## src/design/utf8_to_utf16_transcoder_core_macros.svh

```systemverilog
// Assertion macros shared by the transcoder modules.
`ifndef UTF8_TO_UTF16_TRANSCODER_CORE_MACROS_SVH
`define UTF8_TO_UTF16_TRANSCODER_CORE_MACROS_SVH

// Property that must hold at every edge out of reset.
`define U2U_ASSERT_ALWAYS(name, cond, msg) \
  name: assert property (@(posedge clk) disable iff (!rst_n) (cond)) else $error(msg);

// Consequent must hold in the cycle after the antecedent.
`define U2U_ASSERT_NEXT(name, ante, cons, msg) \
  name: assert property (@(posedge clk) disable iff (!rst_n) (ante) |=> (cons)) \
    else $error(msg);

`endif

```

## src/design/u2u_pkg.sv

```systemverilog
// Types, status codes and sizes for the UTF-8 to UTF-16 transcoder.
package u2u_pkg;

  localparam logic [2:0] ST_OK       = 3'd0;
  localparam logic [2:0] ST_NULL     = 3'd1;
  localparam logic [2:0] ST_TRUNC    = 3'd2;
  localparam logic [2:0] ST_BAD2     = 3'd3;
  localparam logic [2:0] ST_CONT     = 3'd4;
  localparam logic [2:0] ST_OVERLONG = 3'd5;
  localparam logic [2:0] ST_SURR     = 3'd6;
  localparam logic [2:0] ST_RANGE    = 3'd7;

  // Result queue: four entries, two pointer bits, count up to four.
  localparam int Q_DEPTH = 4;
  localparam int Q_AW    = 2;
  localparam int Q_CW    = 3;

  typedef struct packed {
    logic [7:0] data_byte;
    logic       string_end;
  } in_item_t;

  typedef struct packed {
    logic [15:0] code_unit;
    logic [2:0]  status;
    logic        run_last;
    logic        string_done;
  } result_t;

  // Up to two words produced by one input byte.
  typedef struct packed {
    logic [1:0] count;
    result_t    res0;
    result_t    res1;
  } dec_out_t;

endpackage

```

## src/design/utf8_to_utf16_transcoder_core.sv

```systemverilog
// UTF-8 to UTF-16 transcoder: one byte per cycle in while the queue has room,
// one word per cycle out while out_ready is high. A byte waits in the stage
// register until the queue has room for a pair; its words are then written to
// the four-word result queue, which buffers both units of a surrogate pair.
// Reset: synchronous active-low rst_n clears the stage, the sequence state and the queue.
module utf8_to_utf16_transcoder_core (
  input  logic              clk,
  input  logic              rst_n,
  input  logic              in_valid,
  output logic              in_ready,
  input  u2u_pkg::in_item_t in_data,
  output logic              out_valid,
  input  logic              out_ready,
  output u2u_pkg::result_t  out_data
);

  u2u_pkg::in_item_t  stage_r;
  logic               stage_vld_r;
  logic               room;
  logic               advance;
  u2u_pkg::dec_out_t  dec;
  logic [1:0]         push_n;

  assign advance  = stage_vld_r && room;
  assign in_ready = !stage_vld_r || advance;
  assign push_n   = advance ? dec.count : 2'd0;

  always_ff @(posedge clk) begin
    if (!rst_n) begin
      stage_vld_r <= 1'b0;
    end else if (in_ready) begin
      stage_vld_r <= in_valid;
    end
  end

  always_ff @(posedge clk) begin
    if (in_valid && in_ready) begin
      stage_r <= in_data;
    end
  end

  u2u_decode u_decode (
    .clk   (clk),
    .rst_n (rst_n),
    .en    (advance),
    .item  (stage_r),
    .dec   (dec)
  );

  u2u_outq u_outq (
    .clk       (clk),
    .rst_n     (rst_n),
    .push_n    (push_n),
    .push0     (dec.res0),
    .push1     (dec.res1),
    .room      (room),
    .out_valid (out_valid),
    .out_ready (out_ready),
    .out_data  (out_data)
  );

endmodule

```

## src/design/u2u_decode.sv

```systemverilog
// Sequence collector, validity checks and UTF-16 unit generation.
`include "utf8_to_utf16_transcoder_core_macros.svh"

module u2u_decode (
  input  logic              clk,
  input  logic              rst_n,
  input  logic              en,
  input  u2u_pkg::in_item_t item,
  output u2u_pkg::dec_out_t dec
);

  logic [7:0] lead_r, lead_nxt;
  logic [7:0] second_r, second_nxt;
  logic [7:0] third_r, third_nxt;
  logic [1:0] need_r, need_nxt;
  logic [1:0] held_r, held_nxt;
  logic       skip_r, skip_nxt;

  function automatic logic is_cont(input logic [7:0] v);
    return v[7:6] == 2'b10;
  endfunction

  always_comb begin
    logic [7:0]  b;
    logic        fin;
    logic        err;
    logic [2:0]  st;
    logic [1:0]  lead_need;
    logic [20:0] cp4;
    logic [20:0] cps;
    b         = item.data_byte;
    fin       = item.string_end;
    err       = 1'b0;
    st        = u2u_pkg::ST_OK;
    cp4       = {lead_r[2:0], second_r[5:0], third_r[5:0], b[5:0]};
    cps       = cp4 - 21'h10000;
    lead_need = 2'd0;
    lead_nxt   = lead_r;
    second_nxt = second_r;
    third_nxt  = third_r;
    need_nxt   = need_r;
    held_nxt   = held_r;
    skip_nxt   = skip_r;
    dec        = '0;

    if (b[7:5] == 3'b110) begin
      lead_need = 2'd1;
    end else if (b[7:4] == 4'b1110) begin
      lead_need = 2'd2;
    end else if (b[7:3] == 5'b11110) begin
      lead_need = 2'd3;
    end

    if (skip_r) begin
      // drop bytes until the string ends
      if (fin) begin
        skip_nxt = 1'b0;
      end
    end else if (b == 8'h00) begin
      err = 1'b1;
      st  = u2u_pkg::ST_NULL;
    end else if (need_r == 2'd0) begin
      if (!b[7]) begin
        dec.count = 2'd1;
        dec.res0  = '{code_unit: {8'h00, b}, status: u2u_pkg::ST_OK,
                      run_last: 1'b1, string_done: fin};
      end else if (lead_need == 2'd0) begin
        err = 1'b1;
        st  = u2u_pkg::ST_RANGE;
      end else if (fin) begin
        err = 1'b1;
        st  = u2u_pkg::ST_TRUNC;
      end else begin
        lead_nxt = b;
        need_nxt = lead_need;
        held_nxt = 2'd0;
      end
    end else if ({1'b0, held_r} + 3'd1 < {1'b0, need_r}) begin
      if (fin) begin
        err = 1'b1;
        st  = u2u_pkg::ST_TRUNC;
      end else begin
        if (held_r == 2'd0) begin
          second_nxt = b;
        end else begin
          third_nxt = b;
        end
        held_nxt = held_r + 2'd1;
      end
    end else begin
      case (need_r)
        2'd1: begin
          if (!is_cont(b) || lead_r < 8'hC2) begin
            err = 1'b1;
            st  = u2u_pkg::ST_BAD2;
          end else begin
            dec.count = 2'd1;
            dec.res0  = '{code_unit: {5'b0, lead_r[4:0], b[5:0]},
                          status: u2u_pkg::ST_OK, run_last: 1'b1, string_done: fin};
          end
        end
        2'd2: begin
          if (!is_cont(second_r) || !is_cont(b)) begin
            err = 1'b1;
            st  = u2u_pkg::ST_CONT;
          end else if (lead_r == 8'hE0 && second_r < 8'hA0) begin
            err = 1'b1;
            st  = u2u_pkg::ST_OVERLONG;
          end else if (lead_r == 8'hED && second_r >= 8'hA0) begin
            err = 1'b1;
            st  = u2u_pkg::ST_SURR;
          end else begin
            dec.count = 2'd1;
            dec.res0  = '{code_unit: {lead_r[3:0], second_r[5:0], b[5:0]},
                          status: u2u_pkg::ST_OK, run_last: 1'b1, string_done: fin};
          end
        end
        default: begin
          if (!is_cont(second_r) || !is_cont(third_r) || !is_cont(b)) begin
            err = 1'b1;
            st  = u2u_pkg::ST_CONT;
          end else if (lead_r == 8'hF0 && second_r < 8'h90) begin
            err = 1'b1;
            st  = u2u_pkg::ST_OVERLONG;
          end else if ((lead_r == 8'hF4 && second_r > 8'h8F) || lead_r > 8'hF4 ||
                       cp4 > 21'h10FFFF) begin
            err = 1'b1;
            st  = u2u_pkg::ST_RANGE;
          end else begin
            // emit the surrogate pair, high unit first
            dec.count = 2'd2;
            dec.res0  = '{code_unit: {6'b110110, cps[19:10]},
                          status: u2u_pkg::ST_OK, run_last: 1'b0, string_done: fin};
            dec.res1  = '{code_unit: {6'b110111, cps[9:0]},
                          status: u2u_pkg::ST_OK, run_last: 1'b1, string_done: fin};
          end
        end
      endcase
      if (!err) begin
        need_nxt = 2'd0;
        held_nxt = 2'd0;
      end
    end

    if (err) begin
      need_nxt  = 2'd0;
      held_nxt  = 2'd0;
      skip_nxt  = !fin;
      dec.count = 2'd1;
      dec.res0  = '{code_unit: 16'h0000, status: st, run_last: 1'b1, string_done: fin};
    end

    // the sequence state never survives the end of a string
    if (fin) begin
      need_nxt = 2'd0;
      held_nxt = 2'd0;
    end
  end

  always_ff @(posedge clk) begin
    if (!rst_n) begin
      lead_r   <= 8'h00;
      second_r <= 8'h00;
      third_r  <= 8'h00;
      need_r   <= 2'd0;
      held_r   <= 2'd0;
      skip_r   <= 1'b0;
    end else if (en) begin
      lead_r   <= lead_nxt;
      second_r <= second_nxt;
      third_r  <= third_nxt;
      need_r   <= need_nxt;
      held_r   <= held_nxt;
      skip_r   <= skip_nxt;
    end
  end

  `U2U_ASSERT_ALWAYS(a_skip_no_seq, !skip_r || need_r == 2'd0, "open sequence while skipping")

endmodule

```

## src/design/u2u_outq.sv

```systemverilog
// Four-word result queue: takes up to two words a cycle, gives one while out_ready is high.
`include "utf8_to_utf16_transcoder_core_macros.svh"

module u2u_outq (
  input  logic             clk,
  input  logic             rst_n,
  input  logic [1:0]       push_n,
  input  u2u_pkg::result_t push0,
  input  u2u_pkg::result_t push1,
  output logic             room,
  output logic             out_valid,
  input  logic             out_ready,
  output u2u_pkg::result_t out_data
);

  u2u_pkg::result_t             mem_r [u2u_pkg::Q_DEPTH];
  logic [u2u_pkg::Q_AW-1:0]     wr_ptr_r, wr_ptr_nxt;
  logic [u2u_pkg::Q_AW-1:0]     rd_ptr_r, rd_ptr_nxt;
  logic [u2u_pkg::Q_CW-1:0]     count_r, count_nxt;
  logic                         pop;

  assign out_valid = count_r != '0;
  assign out_data  = mem_r[rd_ptr_r];
  assign pop       = out_valid && out_ready;
  // room for a full pair, regardless of this cycle's pop
  assign room      = count_r <= u2u_pkg::Q_CW'(u2u_pkg::Q_DEPTH - 2);

  always_comb begin
    wr_ptr_nxt = wr_ptr_r + u2u_pkg::Q_AW'(push_n);
    rd_ptr_nxt = rd_ptr_r + u2u_pkg::Q_AW'(pop);
    count_nxt  = count_r + u2u_pkg::Q_CW'(push_n) - u2u_pkg::Q_CW'(pop);
  end

  always_ff @(posedge clk) begin
    if (push_n != 2'd0) begin
      mem_r[wr_ptr_r] <= push0;
    end
    if (push_n == 2'd2) begin
      mem_r[wr_ptr_r + u2u_pkg::Q_AW'(1)] <= push1;
    end
  end

  always_ff @(posedge clk) begin
    if (!rst_n) begin
      wr_ptr_r <= '0;
      rd_ptr_r <= '0;
      count_r  <= '0;
    end else begin
      wr_ptr_r <= wr_ptr_nxt;
      rd_ptr_r <= rd_ptr_nxt;
      count_r  <= count_nxt;
    end
  end

  `U2U_ASSERT_ALWAYS(a_count_max, count_r <= u2u_pkg::Q_CW'(u2u_pkg::Q_DEPTH), "queue overflow")
  `U2U_ASSERT_ALWAYS(a_push_room, push_n == 2'd0 || room, "push without room")
  `U2U_ASSERT_NEXT(a_pop_only, pop && push_n == 2'd0, count_r == $past(count_r) - 3'd1, "pop count")

endmodule
```

## config.mk

```make
export PLATFORM = sky130hd
export DESIGN_NAME = utf8_to_utf16_transcoder_core
export DESIGN_NICKNAME = d
export VERILOG_FILES = /design/src/design/u2u_pkg.sv /design/src/design/utf8_to_utf16_transcoder_core.sv /design/src/design/u2u_decode.sv /design/src/design/u2u_outq.sv
export VERILOG_INCLUDE_DIRS = /design/src /design/src/design
export SDC_FILE = /design/constraint.sdc
export NUM_CORES = 1
export LEC_CHECK = 0
export BUFFER_PORTS_ARGS = -buffer_cell sky130_fd_sc_hd__buf_4
export CAP_MARGIN = 10
export CORE_ASPECT_RATIO = 2
export CORE_MARGIN = 2
export CORE_UTILIZATION = 40
export DETAILED_ROUTE_END_ITERATION = 8
export GPL_ROUTABILITY_DRIVEN = 0
export MAX_ROUTING_LAYER = met4
export RECOVER_POWER = 50
export SLEW_MARGIN = 20
export SYNTH_ARGS = -nofsm -noshare
export SYNTH_HDL_FRONTEND = slang
export SYNTH_SLANG_ARGS = --single-unit
```

## constraint.sdc

```tcl
create_clock -name clk -period 6.2 [get_ports clk]
set_input_delay 0.31 -clock clk [delete_from_list [all_inputs] [get_ports clk]]
set_output_delay 0.31 -clock clk [all_outputs]
set_load 0.03 [all_outputs]
```

; Word-level counts from Yosys, hierarchy flattened
; Memories as Yosys holds them, arrays and structs flattened. A register that Yosys moved wholly into a read port is not among the register bits.
; Index checks and enable logic that the tools add are counted.
[totals]
reg_bits = 46
mem_bits_rw = 84
in_bits = 13
out_inout_bits = 23
elab_cells = 166
n_memories = 1
[op_classes]
addsub = 8
magnitude_cmp = 9
n_eq_ne = 20
muxes = 79
bitwise = 6
reduce_logical = 31
[memory_table]
columns = memory, depth, width, rd, rd_ports_with_merged_regs, write_ports, line
row1 = u_outq.mem_r, 4, 21, 1, 1, 2, u2u_outq.sv:16  ; u2u_pkg::result_t mem_r [u2u_pkg::Q_DEPTH];
[ops]
columns = operator, count
row1 = 44-bit two-way mux, 6
row2 = 23-bit two-way mux, 4
row3 = 22-bit two-way mux, 3
row4 = 2-bit two-way mux, 24
row5 = 23-bit case mux with 2 select lines, 1
row6 = 21-bit two-way mux, 2
row7 = 3-bit two-way mux, 12
row8 = 8-bit equality test (second input constant), 4
row9 = 7-bit AND reduction, 4
row10 = 1-bit two-way mux, 25
row11 = 8-bit less-than comparator (second input constant), 3
row12 = 21-bit greater-than comparator (second input constant), 1
row13 = 20-bit by 17-bit subtractor with 20-bit output (second input constant), 1
row14 = 8-bit greater-than comparator (second input constant), 2
row15 = 2-bit equality test (second input constant), 5
row16 = 8-bit >= comparator (second input constant), 1
row17 = 8-bit zero test, 1
row18 = 4-bit by 3-bit inequality test with 1-bit output (second input constant), 2
row19 = 4-bit inequality test (second input constant), 2
row20 = 1-bit logical AND, 7
row21 = 1-bit logical OR, 7
row22 = 2-bit zero test, 3
row23 = 3-bit inequality test (second input constant), 2
row24 = 1-bit NOT, 6
row25 = other kinds (20), 25

; Longest topological paths before layout
[depth]
word_depth = 21
depth_mapped = 16
ltp_nobuf = 15

; Cells and area by module
; A second synthesis with hierarchy kept.
[hier_totals]
hier_cells = 564
area_unflattened_um2 = 7468.4
[modules_own_cells]
columns = module, n_inst, cells_each, area_per_inst_um2, seq_area_each_um2
row1 = u2u_outq, 1, 248, 4702.0, 2662.6
row2 = u2u_decode, 1, 299, 2416.1, 580.6
row3 = utf8_to_utf16_transcoder_core, 1, 17, 350.3, 290.3

; Least setup slack after synthesis
; No wires, ideal clock.
[synth_timing]
path_type = register to register
start = register u_decode.need_r[1]
end = register u_outq.count_r[2] (netlist name)
setup_ps = 115
arrival_ps = 3153
t_required_ps = 6085
slack_ps = 2932
stages_incl_launch_ff = 16
path_buffers = 0
synth_period_minus_slack_ps = 3268
cell_sequence = dfxtp_1 -> inv_1 -> fa_1 -> nand2b_1 -> o21ba_2 -> nor2_1 -> nand2_1 -> o21ai_1 -> o21ai_0 -> nor2_1 -> ha_1 -> inv_1 -> fa_1 -> xor2_1 -> xnor2_1 -> and2_1
[synth_via]
elab_chain_len = 14
elab_cells_between_ends = 22
classes_between = add/sub (2) / order compare (1) / eq/ne (2) / mux (16) / reduce/logical (1)
[synth_rtl]
columns = item, line
row1 = start: declaration, u2u_decode.sv:15  ; logic [1:0] need_r, need_nxt;
row2 = start signal: assignment, u2u_decode.sv:172  ; need_r <= need_nxt;
row3 = 2-bit equality test or 2-bit by 1-bit equality test with 1-bit output (tied branches), u2u_decode.sv:91  ; case (need_r)
row4 = 1-bit case mux with 2 select lines, u2u_decode.sv:91
row5 = 1-bit two-way mux, u2u_decode.sv:78  ; end else if ({1'b0, held_r} + 3'd1 < {1'b0, need_r}) begin
row6 = 1-bit two-way mux, u2u_decode.sv:62  ; end else if (need_r == 2'd0) begin
row7 = 1-bit two-way mux, u2u_decode.sv:59  ; end else if (b == 8'h00) begin
row8 = 1-bit two-way mux, u2u_decode.sv:54  ; if (skip_r) begin
row9 = 1-bit two-way mux, u2u_decode.sv:78
row10 = 1-bit two-way mux, u2u_decode.sv:62
row11 = 1-bit two-way mux, u2u_decode.sv:59
row12 = 1-bit two-way mux, u2u_decode.sv:54
row13 = 23-bit two-way mux *, u2u_decode.sv:145  ; if (err) begin
row14 = 2-bit two-way mux *, utf8_to_utf16_transcoder_core.sv:26  ; assign push_n = advance ? dec.count : 2'd0;
row15 = 3-bit by 2-bit adder with 3-bit output *, u2u_outq.sv:31  ; count_nxt = count_r + u2u_pkg::Q_CW'(push_n) - u2u_pkg::Q_CW'(pop);
row16 = 3-bit by 1-bit subtractor with 3-bit output *, u2u_outq.sv:31
row17 = end signal: assignment, u2u_outq.sv:51  ; count_r <= count_nxt;
row18 = end: declaration, u2u_outq.sv:19  ; logic [u2u_pkg::Q_CW-1:0] count_r, count_nxt;
; Every way passes the cells marked *; elsewhere a longest branch is shown, timed or not. The select of a mux whose other input is x is not followed.
; A chain may end at the register's enable or synchronous reset.

==> metrics.md <==
| Metric | Value |
|---|---|
| Status | finished, violations left |
| Failing checks | max-capacitance violations, max-slew violations |
| Clock sink count | 130 |
| Total track usage | 0.2129 |
| Hold Path Class | input pin to flop |
| Ys flop type | edfxtp_1 |
| Synthesized area | a little under 0.007 mm2 |
| DR WL/cell | between 20 and 25 um |
| Die area | 0.01833 mm2 |
| Final TNS setup | 0 ns |
| CP Capture Type | flop |
| Core Util, Final | 0.4569 |
| DRT Pass-1 Iters | 7 |
| Top-area cell type share of the netlist area | 0.3360 |
| Dpl ws | 2.180 ns |
| Worst-margin pin slew | 1.770 ns |
| Leak | 0.002595 uW |
| First-pass GRT wire length | slightly below 30 mm |
| Clock root cell | clkbuf_16 |
| CTS resizes | 0 |
| Yosys cell types | 78 |
| Initial antenna violation count | 0 |
| Via count | 5,079 |
| RSZ-0062 raised after global routing | false |
| Slew Limit Fails | 71 |
| Vias per Instance | around 5.9 |
| Seq/Total Area, Yosys | 0.4902 |
| Max Freq | 0.2023 GHz |
| WL final | approximately 18 mm |
| Final ANT Viol Nets | 0 |
| Grt ovf | 0 |
| I/O Pins | 36 |
| Crit Path Max Fanout | 17 |
| Synth warn | 0 |
| Number of buffers created by CTS | 17 |
| Initial drt markers | ~350 |
| Clk buf depth | 2 |
| Clock insertion delay at the later pin of the skew report | between 0.4 and 0.5 ns |
| Combinational power share | 0.212 |
| CP Data Arrival Time | 5.00 ns |
| Reg clk slew, reported paths | 0.06 ns |
| Minimum clock period | 4.944 ns |
| Sw Pwr | between 700 and 800 uW |
| P&R area growth vs syn | 11.31% |
| Crit Path Class | flop to flop |
| DIE WIDTH | 96.75 um |
| Final setup viols | 0 |
| Final worst-path setup slack | ~1.3 ns |
| Die Span Y | about 190 um |
| Final instance area | ~0.0077 mm2 |
| Syn Inst Count | 618 |
| CP Launch Type | flop |
| Layout cells sized above 1 | 0.1298 |
| DP Area | 0.007258 mm2 |
| Clock power frac | 0.383 |
| Filler Cell Count | 1,658 |
| PortBufs | 35 |
| R2r worst-path depth | 8 |
| DRC viols | 0 |
| Final Skew | 0.007836 ns |
| Footprint of the multi-input gates | roughly 0.0032 mm2 |
| Reg-to-Reg End | u_outq.mem_r[3][8] |
| Vias in the first global route | 5,232 |
| CTS tree | built |
| Period utilisation layout | 0.7974 |
| Diode count | 0 |
| P_int | 1754 uW |
| Row Count | 67 |
| R2R Setup Slk | between 1 and 1.5 ns |
| Share of power burned in registers | 0.405 |
| WHS | 0.08053 ns |
| Reg2reg start | u_decode.lead_r[0] |
| Area contributors post-synth | edfxtp_1 34%, dfxtp_1 15%, mux4_2 6.9%, a22o_1 4.2%, mux2i_1 3.2% |
| Max Cap Viol | 5 |
| Hold_sp | in_data[1] |
| Initial Utilization | 0.4104 |
| Relative slew slack | -0.1903 |
| Synthesized flop and latch total | 130 |
| Final Hold Violating Endpoints | 0 |
| WP data required | 6.25 ns |
| Largest net degree at the start of global routing | 39 |
| Switching share of power | 0.3012 |
| H-tree depth | 4 |
| Syn_nets | 646 |
| Fin nets | 670 |
| Hold Path End | stage_r[1] |
| Setup repair bufs after CTS | 0 |
| Hpwl dp | 13.89 mm |
| Hold Buf Count CTS | 0 |
| Asr flop ratio synth | 0 |
| VDD IR max | about 0.18 mV |
| Pwr per Cell Area | 327.8 mW/mm2 |
| Core area | approximately 0.017 mm2 |
| Hold path cells | 1 |
| Register Area | between 0.003 and 0.004 mm2 |
| Syn Area/Cell | roughly 11 um2 |
| Post-synth top area cell | edfxtp_1 |
| Number of synthesized flops with an enable pin | 77 |
final cells by class:
| type | count | share of cell area |
|---|---|---|
| Inverter | 27 | 0.01323 |
| Clock inverter | 14 | 0.01797 |
| Timing Repair Buffer | 39 | 0.02450 |
| Tap cell | 207 | 0.03381 |
| Clock buffer | 18 | 0.05603 |
| Multi-Input combinational cell | 427 | 0.4141 |
| Sequential cell | 130 | 0.4404 |
synth_stat cells, drive strengths merged, types with 6 or more instances:
cell type   n
a21boi      8
inv        27
buf        19
dfxtp      53
nand2b      6
a22oi       8
a21oi      18
a22o       33
edfxtp     77
nand2      58
clkbuf     15
ha         13
nor4        9
nand3      23
mux2i      22
nor2b      26
nor2       47
o21ai      46
and2       14
mux4       21
flip-flops by register name, summed over array words and instances (netlist names):
signal / cells
u_decode.held_r: 2
u_outq.mem_r: 84
u_decode.second_r: 8
u_decode.need_r: 2
u_outq.wr_ptr_r: 2
u_decode.lead_r: 8
stage_vld_r: 1
u_outq.rd_ptr_r: 2
u_decode.skip_r: 1
u_decode.third_r: 8
stage_r: 9
u_outq.count_r: 3
how the worst max path moves through the flow:
stage | startpoint | slack, ns | endpoint
after CTS | stage_r[5] | 2.14 | u_outq.count_r[2]
after detailed placement | stage_r[5] | 2.18 | u_outq.mem_r[3][9]
after global placement | u_decode.lead_r[0] | 2.31 | u_outq.mem_r[3][9]
after floorplan | u_decode.need_r[1] | 2.93 | u_outq.count_r[2]
after global routing | u_decode.lead_r[1] | 1.01 | u_outq.mem_r[3][9]
final | u_decode.lead_r[0] | 1.26 | u_outq.mem_r[3][8]
through the flow:
stage                     instances  power (uW)
final                           862        2511
after global routing            862        2612
after floorplan                 618        1443
after detailed placement        830        1630
after global placement          830        1618
after CTS                       862        2590
routing by layer:
| layer | track usage | wire length (um) |
|---|---|---|
| met2 | 0.3977 | 10390 |
| met1 | 0.1922 | 6116 |
| met4 | 0.1441 | 1226 |
| met5 | - | 0 |
| met3 | 0.03618 | 759 |
power by group through the flow:
stage | Sequential, uW | Combinational [uW] | Clock (uW)
after floorplan | 1010 | 432 | 0
after global placement | 1030 | 590 | 0
after detailed placement | 1030 | 596 | 0
after CTS | 1020 | 600 | 975
after global routing | 1020 | 580 | 1010
final | 1020 | 532 | 963
cells in the final DEF (no fill, tap or decap), drive strengths merged, types with 3 or more instances in the layout:
cell    Yosys  final
a21boi      8      8
or2         5      5
ha         13     13
mux2i      22     22
edfxtp     77     77
o21ai      46     46
or4         4      4
a21oi      18     18
mux4       21     21
nor2       47     47
o21bai      4      4
and2       14     14
or3         3      3
nand3      23     23
clkinv      0      8
xor2        5      5
nor3        5      5
inv        27     29
clkbuf     15     52
nor4        9      9
a22o       33     33
a22oi       8      8
o311ai      3      3
nand2b      6      6
nand4       3      3
nor2b      26     26
a31oi       5      5
a211o       3      3
o211ai      3      3
buf        19      5
dfxtp      53     53
nand2      58     58
logic make-up (layout without fill, tap and decap cells):
logic type / count (synthesis) / after routing / share of synthesized area
mux: 43 / 43 / 0.1007
simple gates: 211 / 211 / 0.1625
compound gates: 151 / 151 / 0.1680
buf+inv: 61 / 98 / 0.04018
xor+xnor: 7 / 7 / 0.008909
fa+ha+maj: 15 / 15 / 0.02946
flops: 130 / 130 / 0.4902
critical path: stages (launching register included):
cell	delay, ns
dfxtp_1	0.43
or4_4	0.60
o41ai_4	0.26
o21bai_2	0.22
a2111oi_0	0.26
or2_0	0.35
a21boi_0	1.35
nor2_1	0.37
inv_1	0.72
Power figures use the tool's default switching activity.
